### src/design/sha_pkg.sv
// Package holding SHA-256 constants, shared types and round functions.
package sha_pkg;

    localparam int unsigned QDepth  = 4;
    localparam int unsigned QAw     = 2;
    localparam int unsigned Rounds  = 64;
    localparam logic [7:0]  PadByte = 8'h80;
    localparam logic [5:0]  LenPos  = 6'd56;

    localparam logic OP_ABSORB = 1'b0;
    localparam logic OP_FINISH = 1'b1;

    typedef logic [31:0] word_t;

    // Command from the front part to the compression engine.
    typedef struct packed {
        logic   finish;
        word_t [15:0] block;
    } blk_cmd_t;

    function automatic word_t round_k(input logic [5:0] r);
        word_t k;
        unique case (r)
            6'd0: k = 32'h428a2f98; 6'd1: k = 32'h71374491; 6'd2: k = 32'hb5c0fbcf;
            6'd3: k = 32'he9b5dba5; 6'd4: k = 32'h3956c25b; 6'd5: k = 32'h59f111f1;
            6'd6: k = 32'h923f82a4; 6'd7: k = 32'hab1c5ed5; 6'd8: k = 32'hd807aa98;
            6'd9: k = 32'h12835b01; 6'd10: k = 32'h243185be; 6'd11: k = 32'h550c7dc3;
            6'd12: k = 32'h72be5d74; 6'd13: k = 32'h80deb1fe; 6'd14: k = 32'h9bdc06a7;
            6'd15: k = 32'hc19bf174; 6'd16: k = 32'he49b69c1; 6'd17: k = 32'hefbe4786;
            6'd18: k = 32'h0fc19dc6; 6'd19: k = 32'h240ca1cc; 6'd20: k = 32'h2de92c6f;
            6'd21: k = 32'h4a7484aa; 6'd22: k = 32'h5cb0a9dc; 6'd23: k = 32'h76f988da;
            6'd24: k = 32'h983e5152; 6'd25: k = 32'ha831c66d; 6'd26: k = 32'hb00327c8;
            6'd27: k = 32'hbf597fc7; 6'd28: k = 32'hc6e00bf3; 6'd29: k = 32'hd5a79147;
            6'd30: k = 32'h06ca6351; 6'd31: k = 32'h14292967; 6'd32: k = 32'h27b70a85;
            6'd33: k = 32'h2e1b2138; 6'd34: k = 32'h4d2c6dfc; 6'd35: k = 32'h53380d13;
            6'd36: k = 32'h650a7354; 6'd37: k = 32'h766a0abb; 6'd38: k = 32'h81c2c92e;
            6'd39: k = 32'h92722c85; 6'd40: k = 32'ha2bfe8a1; 6'd41: k = 32'ha81a664b;
            6'd42: k = 32'hc24b8b70; 6'd43: k = 32'hc76c51a3; 6'd44: k = 32'hd192e819;
            6'd45: k = 32'hd6990624; 6'd46: k = 32'hf40e3585; 6'd47: k = 32'h106aa070;
            6'd48: k = 32'h19a4c116; 6'd49: k = 32'h1e376c08; 6'd50: k = 32'h2748774c;
            6'd51: k = 32'h34b0bcb5; 6'd52: k = 32'h391c0cb3; 6'd53: k = 32'h4ed8aa4a;
            6'd54: k = 32'h5b9cca4f; 6'd55: k = 32'h682e6ff3; 6'd56: k = 32'h748f82ee;
            6'd57: k = 32'h78a5636f; 6'd58: k = 32'h84c87814; 6'd59: k = 32'h8cc70208;
            6'd60: k = 32'h90befffa; 6'd61: k = 32'ha4506ceb; 6'd62: k = 32'hbef9a3f7;
            6'd63: k = 32'hc67178f2;
            default: k = '0;
        endcase
        return k;
    endfunction

    function automatic word_t init_hash(input logic [2:0] i);
        word_t h;
        unique case (i)
            3'd0: h = 32'h6a09e667; 3'd1: h = 32'hbb67ae85;
            3'd2: h = 32'h3c6ef372; 3'd3: h = 32'ha54ff53a;
            3'd4: h = 32'h510e527f; 3'd5: h = 32'h9b05688c;
            3'd6: h = 32'h1f83d9ab; 3'd7: h = 32'h5be0cd19;
            default: h = '0;
        endcase
        return h;
    endfunction

    function automatic word_t rotr(input word_t x, input int unsigned n);
        return (x >> n) | (x << (32 - n));
    endfunction

endpackage

### src/design/sha_queue.sv
// Short block queue between the front part and the compression engine.
module sha_queue (
    input  logic               clk,
    input  logic               rst_n,
    input  logic               push,
    input  sha_pkg::blk_cmd_t  push_cmd,
    output logic               full,
    input  logic               pop,
    output logic               not_empty,
    output sha_pkg::blk_cmd_t  head
);
    import sha_pkg::*;

    blk_cmd_t        mem_reg [QDepth];
    logic [QAw-1:0]  wp_reg, rp_reg;
    logic [QAw:0]    cnt_reg;

    assign full      = (cnt_reg == (QAw+1)'(QDepth));
    assign not_empty = (cnt_reg != '0);
    assign head      = mem_reg[rp_reg];

    always_ff @(posedge clk)
    begin
        if (push)
            mem_reg[wp_reg] <= push_cmd;
    end

    always_ff @(posedge clk or negedge rst_n)
    begin
        if (!rst_n)
        begin
            wp_reg  <= '0;
            rp_reg  <= '0;
            cnt_reg <= '0;
        end
        else
        begin
            if (push)
                wp_reg <= wp_reg + 1'b1;
            if (pop)
                rp_reg <= rp_reg + 1'b1;
            cnt_reg <= cnt_reg + (QAw+1)'(push) - (QAw+1)'(pop);
        end
    end
endmodule

### config.mk
export PLATFORM = sky130hd
export DESIGN_NAME = sha_queue
export DESIGN_NICKNAME = d
export VERILOG_FILES = /design/src/design/sha_pkg.sv /design/src/design/sha_queue.sv
export SDC_FILE = /design/constraint.sdc
export NUM_CORES = 1
export LEC_CHECK = 0
export BUFFER_PORTS_ARGS = -buffer_cell sky130_fd_sc_hd__buf_2
export CAP_MARGIN = 15
export CORE_AREA = 2 2 396 398
export DETAILED_ROUTE_END_ITERATION = 6
export DIE_AREA = 0 0 398 400
export PLACE_DENSITY = 0.68
export SYNTH_ARGS = -nofsm -noshare
export SYNTH_HDL_FRONTEND = slang
export SYNTH_SLANG_ARGS = --single-unit
### constraint.sdc
create_clock -name clk -period 23.9 [get_ports clk]
set_input_delay 3.585 -clock clk [delete_from_list [all_inputs] [get_ports clk]]
set_output_delay 3.585 -clock clk [all_outputs]
set_load 0.01 [all_outputs]
Yosys cells after proc, flatten, opt, wreduce, memory -nomap -nowiden

Memory sizes are Yosys's and may differ from the RTL's.
Cells that the tools add are included.

Output and inout port bits: 515
Memories: 1
Memory bits (writable): 2052
Logic and storage cells: 12
Bits in registers: 7

Mux-type cells: 2
Eq/ne operators: 1
Add/sub/neg operators: 4
Reduce and logical (&&, ||, !) cells: 1

Memory list:

| memory  | depth | bits a word | rd ports | clocked after memory_dff | write ports | line            | source |
|---|---|---|---|---|---|---|---|
| mem_reg | 4     | 513         | 1        | 0                        | 1           | sha_queue.sv:14 | `blk_cmd_t mem_reg [QDepth];` |

Operators with widths:

| operator                                                      | number |
|---|---|
| 2-bit by 1-bit adder with 2-bit output, second input constant | 2 |
| 3-bit by 1-bit adder with 3-bit output                        | 1 |
| 3-bit equality test, second input constant                    | 1 |
| 3-bit nonzero test                                            | 1 |
| 3-bit by 1-bit subtractor with 3-bit output                   | 1 |
| 1-bit two-way mux                                             | 2 |

Longest topological paths before layout

Depth after elaboration: 2
Mapped depth: 7

Worst setup path before layout

OpenSTA, ideal clock, no wires.

Path kind: in2reg
Start point: input port push
End point: memory mem_reg[0][0] in the netlist's numbering, enable pin
Library setup time: 942 ps
Path slack: 7859 ps
Data required time: 22958 ps
Arrival: 15099 ps
Stages on the path: 1
Path through: and2_1

Cells in the longest elaborated chain, start to end: 2

Ends and longest elaborated chain:

| element                                 | line            | source |
|---|---|---|
| start: declaration                      | sha_queue.sv:5  | `input logic push,` |
| 1-bit two-way mux                       | sha_queue.sv:24 | `if (push)` |
| 1-bit two-way mux (implied by the code) | sha_queue.sv:25 | `mem_reg[wp_reg] <= push_cmd;` |
| end: declaration                        | sha_queue.sv:14 |  |

Every way passes these cells.

==> impl_results.md <==
- I/O pin cnt: between 1000 and 1500
- Cts bufs inserted: 200
- Delay of the slowest critical-path stage: 0.83 ns
- Post-Synth Adder-Cell Area: 0.128%
- Yosys top cell by area: edfxtp_1
- Crit-path slowest cell: buf_4
- Detail Route Antenna Nets: 0
- Syn_nets: 3237
- WS Path Type: flop to primary output
- Share of cells above drive strength 1: approximately 46%
- Skew-Pair Late Insertion Delay: between 0.8 and 0.9 ns
- CP Data Arrival Time: 5.82 ns
- Yosys warnings: 0
- H-Tree Depth: 4
- Avg Inst Size Synth: 27.3 um2
- Die footprint: roughly 0.16 mm2
- Detailed Place HPWL: around 110000 um
- Max FFs per register: 2052
- Num rows: 145
- Total gr overflow: 0
- Layout overhead on the synthesized area: 18.6%
- Starting density of the core: 47.8%
- Netlist cell types: 18
- Gate Count Post-Synth: 2713
- Placeable Area: 0.155 mm2
- CTS Buffer Depth: 3
- Pins Over Slew Limit: 0
- Post-synthesis compound-gate area fraction: 0.00675%
- Chip height: 400 um
- XOR/XNOR share of the synthesized area: 0.0590%
- Sequential cell area fraction in the yosys report: 83.3%
- Router iterations before antenna repair: 7
- Crit path cell chain: buf_4 -> buf_4 -> buf_4 -> buf_12 -> mux4_2 -> buf_2
- Area of the mapped netlist: 0.0742 mm2
- Cts hold-fix bufs: 0
- GRT Util Overall: 20.5%
- Root Buffer: clkbuf_16
- Count leader, synth: edfxtp_1
- Clock Sinks: 2059
- Final setup viols: 0
- Setup tns final: 0 ns
- PortBufs: 1031
- Synth Register Bits: 2059
- Top area cells in the synthesized netlist: edfxtp_1 (83%), mux4_2 (16%), buf_4 (0.42%), buf_2 (0.25%), dfrtp_1 (0.24%)
- Lkg Pwr: 29.6 nW
- Crit-path max FO: approximately 110
- Period utilisation layout: 39.4%
- Nets: 4399
- Initial antenna violation count: 111
- Simple-gate area share of the yosys netlist: 0.0607%
- GR Util met2: 32.6%
- Post-synthesis mux area share: 15.6%
- Power, Total: 11.0 mW
- Die width: 398 um
- M1 GR Usage: 25.4%
- Hold Fails Final Rpt: 0
- Startpoint types: flop
- Vias/cell: 5.54
- CTS clk-pin slew, worst paths: 0.06 ns
- Primary FF master, synth: edfxtp_1
- Most frequent cells after synthesis: edfxtp_1 (2052), mux4_2 (513), buf_4 (42)
- Number of synthesized flops with an enable pin: 2052
- Routed len/inst: 27.1 um
- RSZ-0062 raised after global routing: false
- Max IR drop VDD: 110 uV
- Violated checks: design-rule violations
- Sequential standard cell area: 0.0618 mm2
- Fill cells: 11300
- Top Usage Layer GRT: met2
- DRT iter0 DRCs: 2900
- Asr flop ratio synth: less than 1%
- Max-cap viol count: 0
- Setup Skew: 0.0387 ns
- Status: finished, violations left
- Worst rel slew slack: a little under a quarter
- Main combinational cell family by area after synthesis: multiplexers
- Largest net degree at the start of global routing: 149
- Worst min-delay path class: flop to flop
- Total number of vias: around 34000
- PD cells: 125 mW/mm2
- Max Clk Rate: 106 MHz
- First-pass GRT wire length: 237000 um
- Most frequent CP cell: buf_4
- Yosys top cell area share: 83.0%
- Setup bufs post-CTS: 0
- Vias in the first global route: approximately 35000
- CP Capture Type: primary output
- Cts repair resizes: 0
- DRC: 1
- GRT met3 Usage: 8.01%
- CTS tree: built
- Multi-input gate area: 0.0118 mm2
- Worst-Margin Slew: around 1.1 ns
- CP Data Required Time: 20.32 ns
- Final GP Congestion: 0.809
- Tmin final: 9.41 ns
- Routed WL: approximately 170000 um
## layer usage
layer  up-vias  part of all wire [%]
met5         -                  0.30
met4        82                   3.3
met3       377                    10
met2      1359                    49
met1     18000                    37
li1      14300                     -
## power breakdown
| part | switching [mW] | total [mW] | internal [mW] |
|---|---|---|---|
| combinational | 1.86 | 3.21 | 1.36 |
| clock | 1.30 | 2.95 | 1.65 |
| sequential | 0.160 | 4.88 | 4.72 |
| total | 3.32 | 11.0 | 7.73 |
## through the flow
stage	utilization [%]	instances	worst slack [ns]	hold WS [ns]	area [um2]
2_1_floorplan	-	2713	7.86	0.491	74200
3_3_place_gp	52.7	5731	15.06	0.522	81700
3_5_place_dp	52.7	5731	15.07	0.537	81700
4_1_cts	56.7	6097	14.16	0.549	87900
5_1_grt	56.7	6124	13.82	0.574	88000
6_report	56.7	6154	14.49	0.544	88000
## path summary, 6_finish.rpt
| kind | from | end | slack [ns] | depth (start not counted) |
|---|---|---|---|---|
| worst max-delay path | rp_reg[0] | head[209] | 14.49 | 6 |
| max in group asynchronous | rst_n | rp_reg[1] | 21.09 | 1 |
| worst min register to register | wp_reg[0] | wp_reg[0] | 0.54 | 1 |
| worst min-delay path | wp_reg[0] | wp_reg[0] | 0.54 | 1 |
| worst max register to register | wp_reg[0] | mem_reg[3][77] | 19.81 | 5 |
| min in group asynchronous | rst_n | cnt_reg[0] | 2.61 | 1 |
## placed cells by master (no fill, tap or decap)
cell type / instances
diode_2: 57
or3_1: 1
dfrtp_1: 5
clkbuf_8: 4
inv_1: 6
mux4_2: 513
and3_1: 1
buf_4: 36
clkinv_2: 39
and2_4: 4
buf_2: 1031
xor2_1: 2
fa_1: 1
o21ai_0: 1
clkinv_4: 3
nand2_1: 2
clkbuf_16: 201
clkinvlp_4: 8
edfxtp_1: 2052
inv_16: 2
xnor2_1: 3
bufinv_16: 8
ha_1: 6
buf_12: 7
inv_6: 4
clkinv_1: 43
clkbuf_1: 49
clkinv_8: 1
dfrtp_4: 2
clkinv_16: 4
## kinds of logic (layout without fill, tap and decap cells)
logic type,after synthesis,after routing
compound gates,1,1
xor+xnor,5,5
fa+ha+maj,7,7
buf+inv,120,1446
flops,2059,2059
mux,513,513
other cells,0,57
simple gates,8,8
## worst max-delay path, delay by kind of cell, from the launching register on
kind	cells	cell delay (ns)
buffers and inverters	5	3.32
DFF	1	0.78
muxes	1	0.65
## cell type report
class	instances	area share (%)
flip-flops and latches	2059	70.2
multi-input cells	534	13.4
repair buffers	1074	6.33
clock buffers	254	5.99
well taps	2058	2.93
clock inverters	112	1.02
diodes	57	0.162
inverters	6	0.0256
No activity file was read; power rests on OpenSTA's default activity.
