--- config.mk ---
export PLATFORM = sky130hd
export DESIGN_NAME = sha_core
export DESIGN_NICKNAME = d
export VERILOG_FILES = /design/src/design/sha_pkg.sv /design/src/design/sha_core.sv
export SDC_FILE = /design/constraint.sdc
export NUM_CORES = 2
export LEC_CHECK = 0
export ABC_AREA = 1
export BUFFER_PORTS_ARGS = -buffer_cell sky130_fd_sc_hd__buf_2
export CAP_MARGIN = 40
export CORE_UTILIZATION = 30
export CTS_CLUSTER_SIZE = 24
export DETAILED_ROUTE_END_ITERATION = 10
export SLEW_MARGIN = 10
export SYNTH_ARGS = -nofsm -noshare
export SYNTH_HDL_FRONTEND = slang
export SYNTH_SLANG_ARGS = --single-unit
--- constraint.sdc ---
create_clock -name clk -period 17.65 [get_ports clk]
set_input_delay 0.8825 -clock clk [delete_from_list [all_inputs] [get_ports clk]]
set_output_delay 0.8825 -clock clk [all_outputs]
set_load 0.02 [all_outputs]
--- src/design/sha_pkg.sv ---
// Package holding SHA-256 constants, shared types and round functions.
package sha_pkg;

    localparam int unsigned QDepth  = 4;
    localparam int unsigned QAw     = 2;
    localparam int unsigned Rounds  = 64;
    localparam logic [7:0]  PadByte = 8'h80;
    localparam logic [5:0]  LenPos  = 6'd56;

    localparam logic OP_ABSORB = 1'b0;
    localparam logic OP_FINISH = 1'b1;

    typedef logic [31:0] word_t;

    // Command from the front part to the compression engine.
    typedef struct packed {
        logic   finish;
        word_t [15:0] block;
    } blk_cmd_t;

    function automatic word_t round_k(input logic [5:0] r);
        word_t k;
        unique case (r)
            6'd0: k = 32'h428a2f98; 6'd1: k = 32'h71374491; 6'd2: k = 32'hb5c0fbcf;
            6'd3: k = 32'he9b5dba5; 6'd4: k = 32'h3956c25b; 6'd5: k = 32'h59f111f1;
            6'd6: k = 32'h923f82a4; 6'd7: k = 32'hab1c5ed5; 6'd8: k = 32'hd807aa98;
            6'd9: k = 32'h12835b01; 6'd10: k = 32'h243185be; 6'd11: k = 32'h550c7dc3;
            6'd12: k = 32'h72be5d74; 6'd13: k = 32'h80deb1fe; 6'd14: k = 32'h9bdc06a7;
            6'd15: k = 32'hc19bf174; 6'd16: k = 32'he49b69c1; 6'd17: k = 32'hefbe4786;
            6'd18: k = 32'h0fc19dc6; 6'd19: k = 32'h240ca1cc; 6'd20: k = 32'h2de92c6f;
            6'd21: k = 32'h4a7484aa; 6'd22: k = 32'h5cb0a9dc; 6'd23: k = 32'h76f988da;
            6'd24: k = 32'h983e5152; 6'd25: k = 32'ha831c66d; 6'd26: k = 32'hb00327c8;
            6'd27: k = 32'hbf597fc7; 6'd28: k = 32'hc6e00bf3; 6'd29: k = 32'hd5a79147;
            6'd30: k = 32'h06ca6351; 6'd31: k = 32'h14292967; 6'd32: k = 32'h27b70a85;
            6'd33: k = 32'h2e1b2138; 6'd34: k = 32'h4d2c6dfc; 6'd35: k = 32'h53380d13;
            6'd36: k = 32'h650a7354; 6'd37: k = 32'h766a0abb; 6'd38: k = 32'h81c2c92e;
            6'd39: k = 32'h92722c85; 6'd40: k = 32'ha2bfe8a1; 6'd41: k = 32'ha81a664b;
            6'd42: k = 32'hc24b8b70; 6'd43: k = 32'hc76c51a3; 6'd44: k = 32'hd192e819;
            6'd45: k = 32'hd6990624; 6'd46: k = 32'hf40e3585; 6'd47: k = 32'h106aa070;
            6'd48: k = 32'h19a4c116; 6'd49: k = 32'h1e376c08; 6'd50: k = 32'h2748774c;
            6'd51: k = 32'h34b0bcb5; 6'd52: k = 32'h391c0cb3; 6'd53: k = 32'h4ed8aa4a;
            6'd54: k = 32'h5b9cca4f; 6'd55: k = 32'h682e6ff3; 6'd56: k = 32'h748f82ee;
            6'd57: k = 32'h78a5636f; 6'd58: k = 32'h84c87814; 6'd59: k = 32'h8cc70208;
            6'd60: k = 32'h90befffa; 6'd61: k = 32'ha4506ceb; 6'd62: k = 32'hbef9a3f7;
            6'd63: k = 32'hc67178f2;
            default: k = '0;
        endcase
        return k;
    endfunction

    function automatic word_t init_hash(input logic [2:0] i);
        word_t h;
        unique case (i)
            3'd0: h = 32'h6a09e667; 3'd1: h = 32'hbb67ae85;
            3'd2: h = 32'h3c6ef372; 3'd3: h = 32'ha54ff53a;
            3'd4: h = 32'h510e527f; 3'd5: h = 32'h9b05688c;
            3'd6: h = 32'h1f83d9ab; 3'd7: h = 32'h5be0cd19;
            default: h = '0;
        endcase
        return h;
    endfunction

    function automatic word_t rotr(input word_t x, input int unsigned n);
        return (x >> n) | (x << (32 - n));
    endfunction

endpackage

--- src/design/sha_core.sv ---
// Back part: one SHA-256 round per cycle, chaining update and digest output.
module sha_core (
    input  logic               clk,
    input  logic               rst_n,
    input  logic               q_valid,
    input  sha_pkg::blk_cmd_t  q_head,
    output logic               pop,
    output logic               out_valid,
    input  logic               out_stall,
    output logic [31:0]        digest_word,
    output logic [2:0]         word_index,
    output logic               last
);
    import sha_pkg::*;

    localparam logic [1:0] C_IDLE  = 2'd0;
    localparam logic [1:0] C_RUN   = 2'd1;
    localparam logic [1:0] C_ADD   = 2'd2;
    localparam logic [1:0] C_EMIT  = 2'd3;

    logic [1:0]   state_reg;
    logic [5:0]   rnd_reg;
    logic         fin_reg;
    logic [2:0]   idx_reg;
    word_t [7:0]  h_reg;
    word_t [7:0]  v_reg;
    word_t [15:0] w_reg;
    word_t        wt, s0, s1, t1, t2, wnew;

    always_comb
    begin
        s0   = rotr(w_reg[1], 7) ^ rotr(w_reg[1], 18) ^ (w_reg[1] >> 3);
        s1   = rotr(w_reg[14], 17) ^ rotr(w_reg[14], 19) ^ (w_reg[14] >> 10);
        wnew = s1 + w_reg[9] + s0 + w_reg[0];
        wt   = w_reg[0];
        t1 = v_reg[7] + (rotr(v_reg[4], 6) ^ rotr(v_reg[4], 11) ^ rotr(v_reg[4], 25))
           + ((v_reg[4] & v_reg[5]) ^ (~v_reg[4] & v_reg[6])) + round_k(rnd_reg) + wt;
        t2 = (rotr(v_reg[0], 2) ^ rotr(v_reg[0], 13) ^ rotr(v_reg[0], 22))
           + ((v_reg[0] & v_reg[1]) ^ (v_reg[0] & v_reg[2]) ^ (v_reg[1] & v_reg[2]));
    end

    assign pop         = (state_reg == C_IDLE) && q_valid;
    assign out_valid   = (state_reg == C_EMIT);
    assign digest_word = h_reg[idx_reg];
    assign word_index  = idx_reg;
    assign last        = (idx_reg == 3'd7);

    // Window slot 0 always holds the word for the current round.
    always_ff @(posedge clk)
    begin
        if (pop)
        begin
            w_reg <= q_head.block;
            v_reg <= h_reg;
        end
        else if (state_reg == C_RUN)
        begin
            for (int i = 0; i < 15; i++)
                w_reg[i] <= w_reg[i+1];
            w_reg[15] <= wnew;
            v_reg <= {v_reg[6:4], v_reg[3] + t1, v_reg[2:0], t1 + t2};
        end
    end

    always_ff @(posedge clk or negedge rst_n)
    begin
        if (!rst_n)
        begin
            state_reg <= C_IDLE;
            rnd_reg   <= '0;
            fin_reg   <= 1'b0;
            idx_reg   <= '0;
            for (int i = 0; i < 8; i++)
                h_reg[i] <= init_hash(3'(i));
        end
        else
        begin
            unique case (state_reg)
                C_IDLE:
                begin
                    if (q_valid)
                    begin
                        fin_reg   <= q_head.finish;
                        rnd_reg   <= '0;
                        state_reg <= C_RUN;
                    end
                end
                C_RUN:
                begin
                    rnd_reg <= rnd_reg + 6'd1;
                    if (rnd_reg == 6'(Rounds - 1))
                        state_reg <= C_ADD;
                end
                C_ADD:
                begin
                    for (int i = 0; i < 8; i++)
                        h_reg[i] <= h_reg[i] + v_reg[i];
                    idx_reg   <= '0;
                    state_reg <= fin_reg ? C_EMIT : C_IDLE;
                end
                C_EMIT:
                begin
                    if (!out_stall)
                    begin
                        idx_reg <= idx_reg + 3'd1;
                        if (idx_reg == 3'd7)
                        begin
                            for (int i = 0; i < 8; i++)
                                h_reg[i] <= init_hash(3'(i));
                            state_reg <= C_IDLE;
                        end
                    end
                end
                default: state_reg <= C_IDLE;
            endcase
        end
    end
endmodule

* Yosys cells after proc, flatten, opt, wreduce, memory -nomap -nowiden *
Memory sizes are Yosys's and may differ from the RTL's.
Cells that the tools add are included.

operators by class
  reductions and logical operators = 10
  add/sub/neg operators = 20
  muxes and demuxes = 19
  bitwise operators = 27
  $lt $le $gt $ge = 1
  eq/ne operators = 9

operator list
  kind              count
  $mux 256          4
  $mux 512          2
  $add 32x32->32    18
  $pmux 256 s2      1
  $xor 32x32->32    9
  $and 32x32->32    5
  $bmux 32 s3       1
  $mux 32           1
  $not 32->32       1
  $or 10x32->32     1
  $or 13x32->32     1
  $or 14x32->32     1
  $or 15x32->32     1
  $or 19x32->32     1
  $or 21x32->32     1
  $or 25x32->32     1
  $or 26x32->32     1
  $or 30x32->32     1
  $or 7x32->32      1
  $xor 32x22->32    1
  $xor 32x29->32    1
  $pmux 6 s2        1
  $mux 2            5
  $pmux 2 s4        1
  other kinds (18)  25

word-level totals
  input port bits = 517
  memories kept = 1
  word-level logic and storage cells = 123
  memory bits (read-only) = 2048
  register bits after elaboration = 1036
  output and inout bits = 38

memory list
  name              words  bits a word  read ports  clocked after memory_dff  write ports  line           text
  (name not given)  64     32           1           0                         0            sha_pkg.sv:23  unique case (r)

* Longest topological paths before layout *
  depth in word-level cells = 10
  depth in mapped cells = 44
  gate-level depth less buffers = 43

* Worst setup path after synthesis *
OpenSTA, ideal clock, no wires.

  kind = input port to flip-flop
  start = in q_valid
  end = reg rnd_reg[2]
  slack = 0.196 ns
  library setup time = 0.794 ns
  arrival = 16.660 ns
  cell stages on the path = 6
  path buffers = 1
  required time = 16.856 ns
  cell sequence = nand2_1 -> inv_2 -> buf_2 -> nor2_1 -> inv_1 -> o21ai_0

between the ends
  longest elaborated chain between the ends = 2

ends and longest elaborated chain
  element                     line            text
  start, declared             sha_core.sv:5   input logic q_valid,
  $ne 2x2->1 (no line)        n/a
  $reduce_and 2->1 (no line)  n/a
  end signal, assigned        sha_core.sv:90  rnd_reg <= rnd_reg + 6'd1;
  end, declared               sha_core.sv:22  logic [5:0] rnd_reg;

Every way passes these cells.
A chain may end at the register's enable or synchronous reset.

* Worst setup path in the final report *
  start = reg rnd_reg[4]
  end = reg v_reg[23] in the netlist's numbering (data pin)

between the ends
  longest elaborated chain between the ends = 6

ends and longest elaborated chain
  element                      line            text
  $mem_v2 64x32                n/a
  $add 32x32->32 (2 in a row)  sha_core.sv:37  + ((v_reg[4] & v_reg[5]) ^ (~v_reg[4] & v_reg[6])) + round_k(rnd_reg) + wt;
  $add 32x32->32               sha_core.sv:61  v_reg <= {v_reg[6:4], v_reg[3] + t1, v_reg[2:0], t1 + t2};
  $mux 256                     sha_core.sv:56  else if (state_reg == C_RUN)
  $mux 256                     sha_core.sv:51  if (pop)
  end signal, assigned         sha_core.sv:54  v_reg <= h_reg;
  end signal, assigned         sha_core.sv:61
  end, declared                sha_core.sv:26  word_t [7:0] v_reg;

Every way passes these cells. The select of a mux whose other input is x is not followed.

==> results.json <==
{
  "outcome": "finished clean",
  "vias": 72000,
  "place_hpwl_um": 277000,
  "cts_tree": "done",
  "final_area_um2": 87600,
  "gp_congestion": 0.992,
  "cpMaxStageDelayCell": "nor2_2",
  "postSynthAreaPerCell_um2": 7.85,
  "antenna_found_initial": 44,
  "port_buffers": 554,
  "grt_usage_pct": 26.2,
  "synth_async_sr_flop_share_pct": 25.9,
  "rsz0062_at_grt": "false",
  "holdWs_ns": 0.0267,
  "critPathKind": "register to register",
  "dp_slack_ns": 9.82,
  "syn2layout_area_growth_pct": 14.4,
  "path_common_cell": "nand2_1",
  "placed_cell_area_um2": 83100,
  "timing.rr.end": "v_reg[23]",
  "setup_slack_ns": 9.47,
  "wl_um": 349000,
  "critical-path-max-stage-delay_ns": 0.55,
  "reg2regPathDepth": 31,
  "synth_edf_count": 768,
  "cp-start-kind": "register",
  "drt-initial-drc-count": 9022,
  "synth_top_area_share_pct": 30.1,
  "first_global_vias": 65700,
  "cts_root_buf": "clkbuf_16",
  "drtPass1Iterations": 7,
  "yosys_warnings": 0,
  "cts.sinks": 1036,
  "cp_max_fo": 50,
  "fillers": 26900,
  "synthCells": 9765,
  "ctsResizeCount": 0,
  "syn-num-nets": 10900,
  "worstSetupStartpoint": "rnd_reg[4]",
  "num_io_pins": 555,
  "post_cts_buffers": 0,
  "worstMarginPinSlew_ns": 1.16,
  "arrival_ns": 8.69,
  "crit_path_end": "v_reg[23]",
  "initial_core_util_pct": 30.2,
  "hold_path.class": "input pin to asynchronous set/reset pin",
  "mostFrequentLayoutCells": "2,917 x nand2_1, 1,248 x inv_1, 828 x o21ai_0",
  "fin_setup_tns_ns": 0,
  "r2r-start": "rnd_reg[4]",
  "clk_latency_ns": 0.82,
  "drc": 0,
  "maxSlewViolCount": 0,
  "period_share_pct": 46.4,
  "synthTopCellsByArea": "edfxtp_1 30%, nand2_1 14%, ha_1 6.5%, inv_1 6.1%, o21ai_0 5.4%",
  "dieWidth_um": 507,
  "fin_worst_skew_ns": 0.0478,
  "finalSetupViolations": 0,
  "grt_overflow": 0,
  "clkTransAtPathRegs_ns": 0.06,
  "wl_per_cell_um": 25.5,
  "synth_seq_cells": 1036,
  "hold_viol": 0,
  "cts_max_path_buffers": 3,
  "cts_made_buffers": 135,
  "maxCapViolCount": 0,
  "synthFlopType": "edfxtp_1",
  "synth_area_um2": 76600,
  "yosysTopAreaCell": "edfxtp_1",
  "ys_types": 73,
  "regToRegSetupSlack_ns": 9.47,
  "grt_max_degree": 212,
  "grt_pass1_wl_um": 486000,
  "h-tree-depth": 4,
  "drive_gt1_share_pct": 11.1,
  "core_um2": 254000,
  "seq_area_frac_synth_pct": 39.1,
  "postCtsHoldBufs": 0,
  "postRouteAntennaNets": 0,
  "dieArea_um2": 257000,
  "maxSlewHeadroom_pct": 22.6,
  "rows": 185,
  "fmax_mhz": 122,
  "viasPerCell": 5.26,
  "largest_reg_flops": 480,
  "required_ns": 18.16,
  "fin_nets": 11300,
  "endpoint_kind": "register",
  "final_common_cell": "nand2_1",
  "chipHeight_um": 507,
  "period_needed_ns": 8.18
}
==> cells in the mapped netlist, drive strengths merged (2+ instances only) <==
cell type / n
o211ai: 22
a21boi: 41
dfstp: 136
o221ai: 25
mux2: 17
a311oi: 3
edfxtp: 768
o221a: 2
xnor2: 164
a31oi: 81
and3: 4
ha: 397
o2111ai: 9
buf: 127
a31o: 8
o22ai: 130
nand3b: 13
nor2: 549
o311ai: 5
clkinv: 2
o31ai: 12
a221oi: 37
or2: 26
a21o: 59
a21oi: 669
a32oi: 2
clkbuf: 246
fa: 197
nor3: 85
nand4: 70
o21ai: 886
nand2: 2934
nand3: 279
a32o: 2
and2: 4
xor2: 206
o21a: 23
o32ai: 5
dfrtp: 132
inv: 1264
a22oi: 11
maj3: 2
o21bai: 72
nor4: 22
a211oi: 12
==> worst max-delay path, delay by kind of cell, from the launching register on <==
family / cells / cell delay [ns]
fa+ha+maj: 4 / 1.58
compound gates: 11 / 2.37
flops: 1 / 0.40
simple gates: 8 / 1.45
buf+inv: 7 / 1.63
xor+xnor: 1 / 0.43
==> logic make-up (layout without fill, tap and decap cells) <==
family / count (synthesis) / count (layout) / share of synthesized area (%)
simple gates: 3986 / 3986 / 20.7
compound gates: 2120 / 2120 / 15.8
buf+inv: 1639 / 2174 / 8.19
flops: 1036 / 1036 / 39.1
fa+ha+maj: 596 / 596 / 11.7
xor+xnor: 370 / 370 / 4.27
mux: 18 / 18 / 0.263
other cells: 0 / 23 / 0
==> routing by layer <==
layer | routed length [µm] | global-route usage (%)
met1 | 157000 | 38.3
met2 | 146000 | 37.9
met3 | 33200 | 5.34
met4 | 13700 | 9.54
met5 | 123 | 0
==> cell type report <==
| cell class | count | area [µm²] | area share, % |
|---|---|---|---|
| inverter | 1266 | 4770 | 5.45 |
| tap | 3366 | 4210 | 4.81 |
| multi-input combinational | 7090 | 40400 | 46.1 |
| antenna | 23 | 57.6 | 0.0657 |
| clock inverter | 70 | 751 | 0.857 |
| timing repair buffer | 663 | 3800 | 4.34 |
| sequential | 1036 | 29900 | 34.2 |
| clock buffer | 175 | 3670 | 4.19 |
==> worst min path at each step <==
stage	slack, ns	to	cells past startpoint	start
after floorplan	0.46	h_reg[188]	2	h_reg[188]
after global placement	0.48	h_reg[0]	2	h_reg[0]
after detailed placement	0.49	h_reg[188]	2	h_reg[188]
after CTS	0.07	h_reg[62]	1	rst_n
after global routing	0.08	h_reg[62]	1	rst_n
final	0.03	h_reg[62]	1	rst_n
==> metrics by stage <==
step                cells  utilization, %
floorplan            9765               -
detailed placement  13400            32.7
global placement    13400            32.6
global route        13700            34.5
CTS                 13700            34.5
finish              13700            34.5
Power is left out: the tool's default activity adds up to more than one toggle a clock period on the data nets, which glitch-free logic cannot reach.
