**config.mk**
```make
export PLATFORM = sky130hd
export DESIGN_NAME = sha_front
export DESIGN_NICKNAME = d
export VERILOG_FILES = /design/src/design/sha_pkg.sv /design/src/design/sha_front.sv
export SDC_FILE = /design/constraint.sdc
export NUM_CORES = 1
export LEC_CHECK = 0
export BUFFER_PORTS_ARGS = -buffer_cell sky130_fd_sc_hd__buf_2
export CORE_AREA = 3 3 227 229
export CTS_CLUSTER_SIZE = 8
export DETAILED_ROUTE_END_ITERATION = 10
export DIE_AREA = 0 0 230 232
export GPL_TIMING_DRIVEN = 0
export PLACE_DENSITY = 0.79
export SKIP_CTS_REPAIR_TIMING = 1
export SYNTH_ARGS = -nofsm -noshare
export SYNTH_HDL_FRONTEND = slang
export SYNTH_SLANG_ARGS = --single-unit
```
**constraint.sdc**
```tcl
create_clock -name clk -period 4 [get_ports clk]
set_input_delay 0.2 -clock clk [delete_from_list [all_inputs] [get_ports clk]]
set_output_delay 0.2 -clock clk [all_outputs]
set_load 0.005 [all_outputs]
```
**src/design/sha_pkg.sv**
```systemverilog
// Package holding SHA-256 constants, shared types and round functions.
package sha_pkg;

    localparam int unsigned QDepth  = 4;
    localparam int unsigned QAw     = 2;
    localparam int unsigned Rounds  = 64;
    localparam logic [7:0]  PadByte = 8'h80;
    localparam logic [5:0]  LenPos  = 6'd56;

    localparam logic OP_ABSORB = 1'b0;
    localparam logic OP_FINISH = 1'b1;

    typedef logic [31:0] word_t;

    // Command from the front part to the compression engine.
    typedef struct packed {
        logic   finish;
        word_t [15:0] block;
    } blk_cmd_t;

    function automatic word_t round_k(input logic [5:0] r);
        word_t k;
        unique case (r)
            6'd0: k = 32'h428a2f98; 6'd1: k = 32'h71374491; 6'd2: k = 32'hb5c0fbcf;
            6'd3: k = 32'he9b5dba5; 6'd4: k = 32'h3956c25b; 6'd5: k = 32'h59f111f1;
            6'd6: k = 32'h923f82a4; 6'd7: k = 32'hab1c5ed5; 6'd8: k = 32'hd807aa98;
            6'd9: k = 32'h12835b01; 6'd10: k = 32'h243185be; 6'd11: k = 32'h550c7dc3;
            6'd12: k = 32'h72be5d74; 6'd13: k = 32'h80deb1fe; 6'd14: k = 32'h9bdc06a7;
            6'd15: k = 32'hc19bf174; 6'd16: k = 32'he49b69c1; 6'd17: k = 32'hefbe4786;
            6'd18: k = 32'h0fc19dc6; 6'd19: k = 32'h240ca1cc; 6'd20: k = 32'h2de92c6f;
            6'd21: k = 32'h4a7484aa; 6'd22: k = 32'h5cb0a9dc; 6'd23: k = 32'h76f988da;
            6'd24: k = 32'h983e5152; 6'd25: k = 32'ha831c66d; 6'd26: k = 32'hb00327c8;
            6'd27: k = 32'hbf597fc7; 6'd28: k = 32'hc6e00bf3; 6'd29: k = 32'hd5a79147;
            6'd30: k = 32'h06ca6351; 6'd31: k = 32'h14292967; 6'd32: k = 32'h27b70a85;
            6'd33: k = 32'h2e1b2138; 6'd34: k = 32'h4d2c6dfc; 6'd35: k = 32'h53380d13;
            6'd36: k = 32'h650a7354; 6'd37: k = 32'h766a0abb; 6'd38: k = 32'h81c2c92e;
            6'd39: k = 32'h92722c85; 6'd40: k = 32'ha2bfe8a1; 6'd41: k = 32'ha81a664b;
            6'd42: k = 32'hc24b8b70; 6'd43: k = 32'hc76c51a3; 6'd44: k = 32'hd192e819;
            6'd45: k = 32'hd6990624; 6'd46: k = 32'hf40e3585; 6'd47: k = 32'h106aa070;
            6'd48: k = 32'h19a4c116; 6'd49: k = 32'h1e376c08; 6'd50: k = 32'h2748774c;
            6'd51: k = 32'h34b0bcb5; 6'd52: k = 32'h391c0cb3; 6'd53: k = 32'h4ed8aa4a;
            6'd54: k = 32'h5b9cca4f; 6'd55: k = 32'h682e6ff3; 6'd56: k = 32'h748f82ee;
            6'd57: k = 32'h78a5636f; 6'd58: k = 32'h84c87814; 6'd59: k = 32'h8cc70208;
            6'd60: k = 32'h90befffa; 6'd61: k = 32'ha4506ceb; 6'd62: k = 32'hbef9a3f7;
            6'd63: k = 32'hc67178f2;
            default: k = '0;
        endcase
        return k;
    endfunction

    function automatic word_t init_hash(input logic [2:0] i);
        word_t h;
        unique case (i)
            3'd0: h = 32'h6a09e667; 3'd1: h = 32'hbb67ae85;
            3'd2: h = 32'h3c6ef372; 3'd3: h = 32'ha54ff53a;
            3'd4: h = 32'h510e527f; 3'd5: h = 32'h9b05688c;
            3'd6: h = 32'h1f83d9ab; 3'd7: h = 32'h5be0cd19;
            default: h = '0;
        endcase
        return h;
    endfunction

    function automatic word_t rotr(input word_t x, input int unsigned n);
        return (x >> n) | (x << (32 - n));
    endfunction

endpackage

```
**src/design/sha_front.sv**
```systemverilog
// Front part: packs bytes into blocks, pads on finish, and pushes blocks.
module sha_front (
    input  logic                clk,
    input  logic                rst_n,
    input  logic                valid,
    output logic                stall,
    input  logic                op,
    input  logic [7:0]          data_byte,
    output logic                push,
    output sha_pkg::blk_cmd_t   push_cmd,
    input  logic                q_full
);
    import sha_pkg::*;

    localparam logic [1:0] S_BYTES = 2'd0;
    localparam logic [1:0] S_PAD   = 2'd1;
    localparam logic [1:0] S_LEN   = 2'd2;

    logic [1:0]  state_reg, state_next;
    logic [5:0]  fill_reg, fill_next;
    logic [63:0] bits_reg, bits_next;
    logic [7:0]  buf_reg [64];
    logic        wr_en;
    logic [7:0]  wr_data;
    logic        take;
    word_t [15:0] blk;

    // The block is assembled from the buffer plus the byte written this cycle.
    always_comb
    begin
        for (int w = 0; w < 16; w++)
        begin
            for (int b = 0; b < 4; b++)
            begin
                blk[w][31-8*b -: 8] = (wr_en && fill_reg == 6'(4*w+b)) ?
                                      wr_data : buf_reg[4*w+b];
            end
        end
    end

    assign take  = valid && !stall;
    assign stall = (state_reg != S_BYTES) || q_full;

    always_comb
    begin
        state_next = state_reg;
        fill_next  = fill_reg;
        bits_next  = bits_reg;
        wr_en      = 1'b0;
        wr_data    = data_byte;
        push       = 1'b0;
        push_cmd.finish = 1'b0;
        push_cmd.block  = blk;
        unique case (state_reg)
            S_BYTES:
            begin
                if (take && op == OP_ABSORB)
                begin
                    wr_en     = 1'b1;
                    bits_next = bits_reg + 64'd8;
                    fill_next = fill_reg + 6'd1;
                    push      = (fill_reg == 6'd63);
                end
                else if (take)
                begin
                    wr_en   = 1'b1;
                    wr_data = PadByte;
                    fill_next = fill_reg + 6'd1;
                    // A marker in the last byte closes the block at once.
                    push    = (fill_reg == 6'd63);
                    state_next = (fill_reg >= 6'd56 && fill_reg != 6'd63) ? S_PAD : S_LEN;
                end
            end
            S_PAD:
            begin
                // Zero fill one byte a cycle; the last one closes the block and waits while the queue is full.
                if (!q_full || fill_reg != 6'd63)
                begin
                    wr_en   = 1'b1;
                    wr_data = '0;
                    fill_next = fill_reg + 6'd1;
                    push    = (fill_reg == 6'd63);
                    if (fill_reg == 6'd63)
                        state_next = S_LEN;
                end
            end
            S_LEN:
            begin
                if (fill_reg < LenPos)
                begin
                    wr_en     = 1'b1;
                    wr_data   = '0;
                    fill_next = fill_reg + 6'd1;
                end
                else if (!q_full || fill_reg != 6'd63)
                begin
                    wr_en   = 1'b1;
                    wr_data = bits_reg[63 - 8*(32'(fill_reg) - 56) -: 8];
                    fill_next = fill_reg + 6'd1;
                    if (fill_reg == 6'd63)
                    begin
                        push            = 1'b1;
                        push_cmd.finish = 1'b1;
                        bits_next       = '0;
                        state_next      = S_BYTES;
                    end
                end
            end
            default: state_next = S_BYTES;
        endcase
    end

    always_ff @(posedge clk)
    begin
        if (wr_en)
            buf_reg[fill_reg] <= wr_data;
    end

    always_ff @(posedge clk or negedge rst_n)
    begin
        if (!rst_n)
        begin
            state_reg <= S_BYTES;
            fill_reg  <= '0;
            bits_reg  <= '0;
        end
        else
        begin
            state_reg <= state_next;
            fill_reg  <= fill_next;
            bits_reg  <= bits_next;
        end
    end
endmodule

```
After elaboration in Yosys (flattened, before gate mapping)
Memory sizes are Yosys's and may differ from the RTL's.
Cells that the tools add are included.
Widths: inputs -> output; s select.
- $add $sub $neg: 4
- $mul: 0
- divide/modulo/power cells: 0
- order comparisons: 2
- equal/unequal tests: 75
- shift-type cells: 1
- mux-type cells: 104
- bitwise gates (word level): 1
- reductions and logical operators: 79
- operator list (cell ; count):
    $mux 8 ; 69
    $mux 64 ; 4
    $eq 6x6->1 const B ; 32
    $pmux 64 s2 ; 1
    $eq 6x5->1 const B ; 16
    $shiftx 71x33->8 ; 1
    $logic_and 1x1->1 ; 67
    $add 64x4->64 const B ; 1
    $eq 6x4->1 const B ; 8
    $eq 6x3->1 const B ; 4
    $mux 6 ; 4
    $pmux 8 s3 ; 1
    $pmux 6 s3 ; 1
    $mux 2 ; 8
    $ne 2x2->1 const B ; 8
    $mux 1 ; 13
    $eq 6x2->1 const B ; 2
    $sub 7x10->11 const A ; 1
    $reduce_and 7->1 ; 1
    $sub 6x6->7 const B ; 1
    $add 6x1->6 const B ; 1
    $eq 6x1->1 const B ; 1
    $ge 6x6->1 const B ; 1
    $logic_not 6->1 ; 1
    other kinds (15) ; 19
- flip-flop bits (word level): 72
- latch bits: 0
- memory bits (writable): 512
- memory bits (read-only): 0
- bits of input ports: 13
- output and inout bits: 515
- logic and storage cells: 270
- memories kept: 1
- memories (name ; depth ; bits a word ; rd ports ; clocked after memory_dff ; wr ports ; RTL line ; RTL):
    buf_reg ; 64 ; 8 ; 64 ; 0 ; 1 ; sha_front.sv:22 ; logic [7:0] buf_reg [64];

Logic depth before layout (Yosys ltp)
Gate-level depths: netlist (run 1).
- depth in word-level cells: 9
- depth in mapped cells: 11
- mapped depth without buffers: 8

Worst setup path after synthesis (run 1)
Ideal clock, no wire load.
- path type: reg2out
- from: register fill_reg[3]
- to: output push_cmd[451] (netlist bit)
- arrival: 2.781 ns
- required time: 3.800 ns
- setup slack: 1.019 ns
- stages on the path, launching flop included: 9
- buffers on the path: 1
- cell sequence: dfrtp_1 > ha_1 > ha_1 > xnor2_1 > a2111oi_4 > a32oi_2 > inv_2 > buf_2 > mux2_2
- RTL lines (element ; RTL line ; RTL):
    start: declaration ; sha_front.sv:20 ; logic [5:0] fill_reg, fill_next;
    start signal: assignment ; sha_front.sv:130 ; fill_reg <= fill_next;
    end: declaration ; sha_front.sv:10 ; output sha_pkg::blk_cmd_t push_cmd,

==> results of run 1 <==
==> metrics by stage <==
stage | area (um^2) | hold WS (ns) | cells | util, % | setup TNS, ns
global route | 34180 | 0.2140 | 3684 | 68.54 | -0.7759
floorplan | 27300 | -0.09559 | 2314 | - | 0
CTS | 33280 | -0.2807 | 3652 | 66.73 | -133.28
global placement | 30780 | 0.5132 | 3513 | 61.73 | -178.94
finish | 34180 | 0.1821 | 3685 | 68.55 | -0.2395
detailed placement | 30930 | 0.3924 | 3518 | 62.03 | -46.59
==> final cells by class <==
type                            count  area [um^2]
Multi-Input combinational cell   1535         9568
Clock buffer                      127         2231
Fill cell                        3606        15680
Clock inverter                      7        112.6
Inverter                           20        81.33
Antenna cell                        1        2.502
Tap cell                          672        840.8
Timing Repair Buffer              568         3239
Buffer                            174         1001
Sequential cell                   581        17100
==> cell families after synthesis <==
kind of cell,share of synthesized area (%)
xor+xnor,0.2567
buf+inv,3.566
fa+ha+maj,0.5958
flops,62.64
mux,6.182
simple gates,12.35
compound gates,14.41
==> power breakdown <==
group | leakage [uW] | internal (uW) | total (uW) | switching [uW]
registers | 0.00561 | 7220 | 7320 | 107
clock network | 0.00112 | 3820 | 6430 | 2610
logic | 0.00598 | 1290 | 4810 | 3520
==> tightest hold or removal path: cells and delay by family <==
kind                   cells  cell delay, ns
buffers and inverters      2            0.17
multiplexers               1            0.10
AO/OA/AOI/OAI              2            0.29
==> layer usage <==
layer	share of wire (%)	vias up	GRT usage, %
met5	0.0069	-	0
met3	13	319	11.19
met1	35	11240	44.46
met2	47	1783	56.35
met4	4.6	2	14.89
li1	-	9880	-
==> cell usage after synthesis (4+ instances only) <==
| cell | instances | share of area, % |
|---|---|---|
| a211oi_2 | 17 | 0.78 |
| a21oi_1 | 417 | 7.6 |
| a21oi_2 | 30 | 0.96 |
| a22oi_1 | 9 | 0.25 |
| a311oi_2 | 7 | 0.38 |
| a311oi_4 | 9 | 0.87 |
| a31oi_1 | 21 | 0.48 |
| a32oi_2 | 4 | 0.24 |
| and2_1 | 5 | 0.11 |
| and3_1 | 12 | 0.27 |
| and4_1 | 5 | 0.16 |
| buf_1 | 5 | 0.069 |
| buf_2 | 84 | 1.5 |
| buf_4 | 13 | 0.36 |
| buf_6 | 10 | 0.41 |
| clkbuf_1 | 65 | 0.89 |
| dfrtp_1 | 69 | 6.3 |
| edfxtp_1 | 512 | 56 |
| ha_1 | 13 | 0.60 |
| inv_1 | 13 | 0.18 |
| inv_2 | 7 | 0.096 |
| mux2_2 | 126 | 5.2 |
| mux2i_1 | 19 | 0.70 |
| nand2_1 | 66 | 0.91 |
| nand2b_1 | 8 | 0.18 |
| nand3_1 | 55 | 1.0 |
| nand3b_1 | 8 | 0.22 |
| nand4_1 | 20 | 0.46 |
| nor2_1 | 486 | 6.7 |
| nor2b_1 | 15 | 0.34 |
| nor3_1 | 11 | 0.20 |
| o21ai_0 | 27 | 0.49 |
| o31ai_1 | 37 | 1.0 |
| or3_1 | 8 | 0.18 |
| or4_1 | 33 | 0.91 |
| xor2_1 | 6 | 0.19 |
==> how the worst max path moves through the flow <==
stage                  from             end  slack [ns]  cells after the start
2_1_floorplan   fill_reg[3]   push_cmd[451]        1.02                      8
3_3_place_gp    fill_reg[4]   push_cmd[491]       -0.75                      9
3_5_place_dp    fill_reg[3]  buf_reg[36][6]       -0.37                      8
4_1_cts         fill_reg[4]   push_cmd[496]       -0.80                     10
5_1_grt        state_reg[0]   push_cmd[180]        -0.1                     10
6_report       state_reg[0]   push_cmd[180]       -0.03                     10
==> metrics.yaml, run 1 <==
cts:
  clk_pin_slew_worst_paths_ns: 0.06
  cts_buffers: 82
  tritoncts: "done"
  insertion_delay_ns: 0.64
  clockBufferDepth: 3
  cts_sinks: 581
  cts_max_level: 3
  cts_root_buf: "clkbuf_16"
synth:
  yosys_register_bits: 581
  syn_nets: 2340
  synth.avg_cell_area_um2: 11.80
  yosysWarnings: 0
  syn_inst: 2314
  ys_types: 72
  async_flop_share_pct: 11.88
  ys_seq_area_share_pct: 62.64
  synth.cell_area_um2: 27300
  synth_ff_type: "edfxtp_1"
  synth-edff-count: 512
worst_setup_path:
  critical_path_class: "reg -> out"
  regToRegSetupSlack_ns: -0.03
  cp_max_fo: 10
  cp_top_family: "buffers and inverters"
  cp.required_ns: 3.80
  slowest_stage: "buf_1"
  worstRegToRegCells: 7
  end_kind: "output pin"
  cp.arrival_ns: 3.83
  cp_slowest_stage_delay_ns: 0.70
  worstPathCellList: "inv_1 > ha_1 > buf_2 > nand3b_1 > buf_4 > buf_1 > a211oi_2 > clkbuf_1 > a21oi_1 > buf_2"
  path_common_cell: "buf_2"
  timing.rr.start: "fill_reg[3]"
  start_kind: "register"
  timing.rr.end: "buf_reg[59][3]"
  crit_buf_inv: 6
die:
  io_pins: 528
  die_h_um: 232
  rows: 82
  coreArea_um2: 49860
  start_util_pct: 54.75
  die_area_um2: 53360
  dieWidth_um: 230
grt:
  antenna_found_initial: 2
  grt_pass1_vias: 21750
  grt.total_usage_pct: 35.19
  grt_max_degree: 74
  grt.overflow.total: 0
  grt_pass1_wl_um: 139600
detailed_routing:
  dr.pass1.iters: 6
  drt_iter0_drc: 3146
  wl_per_cell_um: 27.36
  via_per_inst: 6.302
  wl_um: 100800
  ant_nets: 0
  vias: 23220
  drcViolationCount: 0
sta:
  worst_clock_skew_ns: 0.04907
  period_needed_ns: 4.033
  hold_violations: 0
  max_slew.worst_pin.slew_ns: 1.042
  setup_viol: 9
  slew_violations: 0
  rsz0062_at_grt: "yes"
  relSlewSlack_pct: 30.36
  max_freq_ghz: 0.2479
  finalCritPeriodShare_pct: 100.8
  worst_slack_ns: -0.03337
flow_run:
  max-cap-violations: 0
place:
  io_buffers: 527
  dpl.hpwl_um: 65920
  place_ws_ns: -0.3666
  place.gp.congestion: 0.9717
min_path:
  hold-path-endpoint: "state_reg[0]"
  hp-start: "op"
  whs_path_depth: 5
  hp-class: "in -> reg"
layout:
  nets: 2988
  largest_reg_flops: 512
  drive_gt1_share_pct: 34.76
  area_growth_pct: 25.19
  final_common_cell: "buf_2"
  final_cell_mix: "buf_2 (602), edfxtp_1 (512), nor2_1 (462)"
run_status:
  status: "complete, but fails checks"
  violations: "negative setup slack"
power_and_ir_drop:
  irDropWorstVdd_mv: 0.4279
  p_total_uw: 18560
  power_density_nw_per_um2: 543.1
  power_leakage_uw: 0.01272
Note: power is estimated with default switching activity, not from simulation.
==> run 2: changes to the inputs <==
--- a/config.mk
+++ b/config.mk
@@ -6,11 +6,12 @@
 export NUM_CORES = 1
 export LEC_CHECK = 0
 export BUFFER_PORTS_ARGS = -buffer_cell sky130_fd_sc_hd__buf_2
-export CORE_AREA = 3 3 227 229
+export CORE_AREA = 2 2 319 163
 export CTS_CLUSTER_SIZE = 8
 export DETAILED_ROUTE_END_ITERATION = 10
-export DIE_AREA = 0 0 230 232
+export DIE_AREA = 0 0 321 165
 export GPL_TIMING_DRIVEN = 0
+export HOLD_SLACK_MARGIN = 0.03
 export PLACE_DENSITY = 0.79
 export SKIP_CTS_REPAIR_TIMING = 1
 export SYNTH_ARGS = -nofsm -noshare
==> run 2 against run 1 <==
Net effect:
- the run still ends with negative setup slack left
- register-to-register slack better by 0.12 ns
- worst setup slack lost 0.18 ns
- sequential share of layout area fell by 0.30 points
- total power up 1.5%
- critical path type unchanged
- first-iteration DRC count grew 23%
- clock-buffer cell count shrank 10
- fmax fell by 4.2%
==> metrics.yaml, run 2 (synthesis results as in run 1) <==
run_status:
  status: "complete, but fails checks"
  violations: "negative setup slack"
worst_setup_path:
  crit_buf_inv: 5  # -1
  cp_slowest_stage_delay_ns: 0.75  # +0.05 ns
  cp_top_family: "buffers and inverters"
  worstPathCellList: "inv_1 > ha_1 > buf_2 > nand3b_1 > clkbuf_1 > a31oi_1 > clkbuf_1 > nor2_1 > a21oi_1 > buf_2"
  worstRegToRegCells: 8  # +1
  timing.rr.end: "buf_reg[62][5]"
  cp.depth: 10  # unchanged
  slowest_stage: "a31oi_1"
  critical_path_class: "reg -> out"
  regToRegSetupSlack_ns: 0.09  # +0.12 ns
  start_kind: "register"
  cp_max_fo: 10  # unchanged
  cp.required_ns: 3.80  # about the same
  timing.rr.start: "state_reg[0]"
  cp.arrival_ns: 4.01  # +0.18 ns
  end_kind: "output pin"
power_and_ir_drop:
  p_switching_uw: 6513  # +4.4%
  power_density_nw_per_um2: 548.1  # +0.93%
  irDropWorstVdd_mv: 0.3859  # -9.8%
  intPower_uw: 12340  # about the same
  power_leakage_uw: 0.01275  # +0.25%
  seq_power_share_pct: 38.9  # -0.6 points
  pwr-share-comb_pct: 26.5  # +0.6 points
  switching_share_pct: 34.55  # +0.95 points
  p_clk_share_pct: 34.7  # about the same
layout:
  final_common_cell: "buf_2"
  drive_gt1_share_pct: 35.78  # +1.0 points
  layoutNonFillerInstCount: 3664  # -0.57%
  largest_reg_flops: 512  # unchanged
  area_growth_pct: 25.96
  nets: 2988  # unchanged
  fin_area_um2: 34390  # +0.61%
  final_cell_mix: "buf_2 (601), edfxtp_1 (512), nor2_1 (440)"
detailed_routing:
  ant_nets: 0  # unchanged
  wl_per_cell_um: 27.97  # +2.2%
  drt_iter0_drc: 3863  # +23%
  wl_um: 102500  # +1.6%
  vias: 23770  # +2.4%
  dr.pass1.iters: 6  # unchanged
  via_per_inst: 6.488  # +3.0%
  drcViolationCount: 0  # unchanged
die:
  die_h_um: 165  # -29%
  dieWidth_um: 321  # +40%
  start_util_pct: 54.68  # -0.071 points
  io_pins: 528  # unchanged
  die_area_um2: 52970  # -0.74%
  coreArea_um2: 49930  # +0.13%
  rows: 58  # -29%
place:
  place.gp.congestion: 0.9683  # -0.35%
  io_buffers: 527  # unchanged
  place_ws_ns: -0.1908  # +0.1758 ns
  dpl.hpwl_um: 64980  # -1.4%
  dp_cells: 3505  # -0.37%
  placed_area_um2: 30880  # -0.16%
cts:
  cts_buffers: 82  # unchanged
  cts_max_level: 3  # unchanged
  cts_sinks: 581  # unchanged
  insertion_delay_ns: 0.65  # about the same
  clockBufferDepth: 3  # unchanged
  cts_root_buf: "clkbuf_16"
  tritoncts: "done"
  clk_pin_slew_worst_paths_ns: 0.05  # about the same
grt:
  grt_pass1_wl_um: 138400  # -0.86%
  grt_max_degree: 74  # unchanged
  grt_pass1_vias: 21730  # -0.12%
  grt.overflow.total: 0  # unchanged
  grt.total_usage_pct: 35.70  # +0.51 points
  antenna_found_initial: 5  # +3
sta:
  setup_viol: 91  # +82
  max_slew.worst_pin.slew_ns: 1.173  # +0.1317 ns
  finalCritPeriodShare_pct: 105.3  # +4.4 points
  hold_violations: 0  # unchanged
  worst_clock_skew_ns: 0.04625  # -0.002819 ns
  relSlewSlack_pct: 21.25  # -9.1 points
  max_freq_ghz: 0.2375  # -4.2%
  worst_slack_ns: -0.2109  # -0.1775 ns
  period_needed_ns: 4.211  # +0.1775 ns
  rsz0062_at_grt: "yes"
  slew_violations: 0  # unchanged
  fin_hold_ws_ns: 0.06293  # -0.1191 ns
min_path:
  hp-class: "in -> async"
flow_run:
  max-cap-violations: 0  # unchanged
[run 2: cell types whose count changed in the layout (fill, tap and decap cells not counted), sizes merged]
cell	delta
clkbuf	-8
inv	-2
buf	-2
clkinvlp	-1
diode	+1
clkinv	+3
[run 2: area by class of cell]
cell class	count	area [um^2]
diodes	2	5.005
plain buffers	173	1031
clock buffers	117	2193
clock inverters	7	155.1
fillers	3486	15540
inverters	20	78.83
multi-input cells	1535	9679
flip-flops and latches	581	17100
well taps	660	825.8
repair buffers	569	3317
[run 2: power groups by stage]
stage | sequential, uW | combinational, uW | clock (uW)
after floorplan | 7400 | 2160 | 0
after global placement | 7450 | 3930 | 0
after detailed placement | 7440 | 4060 | 0
after CTS | 7330 | 4080 | 6480
after global routing | 7340 | 5050 | 6750
final | 7320 | 4990 | 6540
[run 2: worst max path at each step]
| stage | to | slack [ns] | from |
|---|---|---|---|
| 2_1_floorplan | push_cmd[451] | 1.02 | fill_reg[3] |
| 3_3_place_gp | push_cmd[510] | -0.74 | fill_reg[4] |
| 3_5_place_dp | buf_reg[52][3] | -0.19 | fill_reg[4] |
| 4_1_cts | push_cmd[500] | -0.78 | fill_reg[4] |
| 5_1_grt | push_cmd[21] | -0.33 | state_reg[0] |
| 6_report | push_cmd[22] | -0.21 | state_reg[0] |
[run 2: per-layer routing]
metal / share of wire (%) / vias up / GRT usage [%]
met4: 6.8 / 2 / 21.07
met1: 35 / 11560 / 46.31
met3: 12 / 444 / 8.326
met2: 46 / 1905 / 55.52
met5: 0.0098 / - / 0
li1: - / 9866 / -
[run 2: through the flow]
stage	power, uW	TNS, ns	util, %
after floorplan	9564	0	-
after global placement	11390	-158.16	61.62
after detailed placement	11500	-16.30	61.85
after CTS	17890	-85.35	66.56
after global routing	19140	-17.38	68.87
final	18850	-6.228	68.88
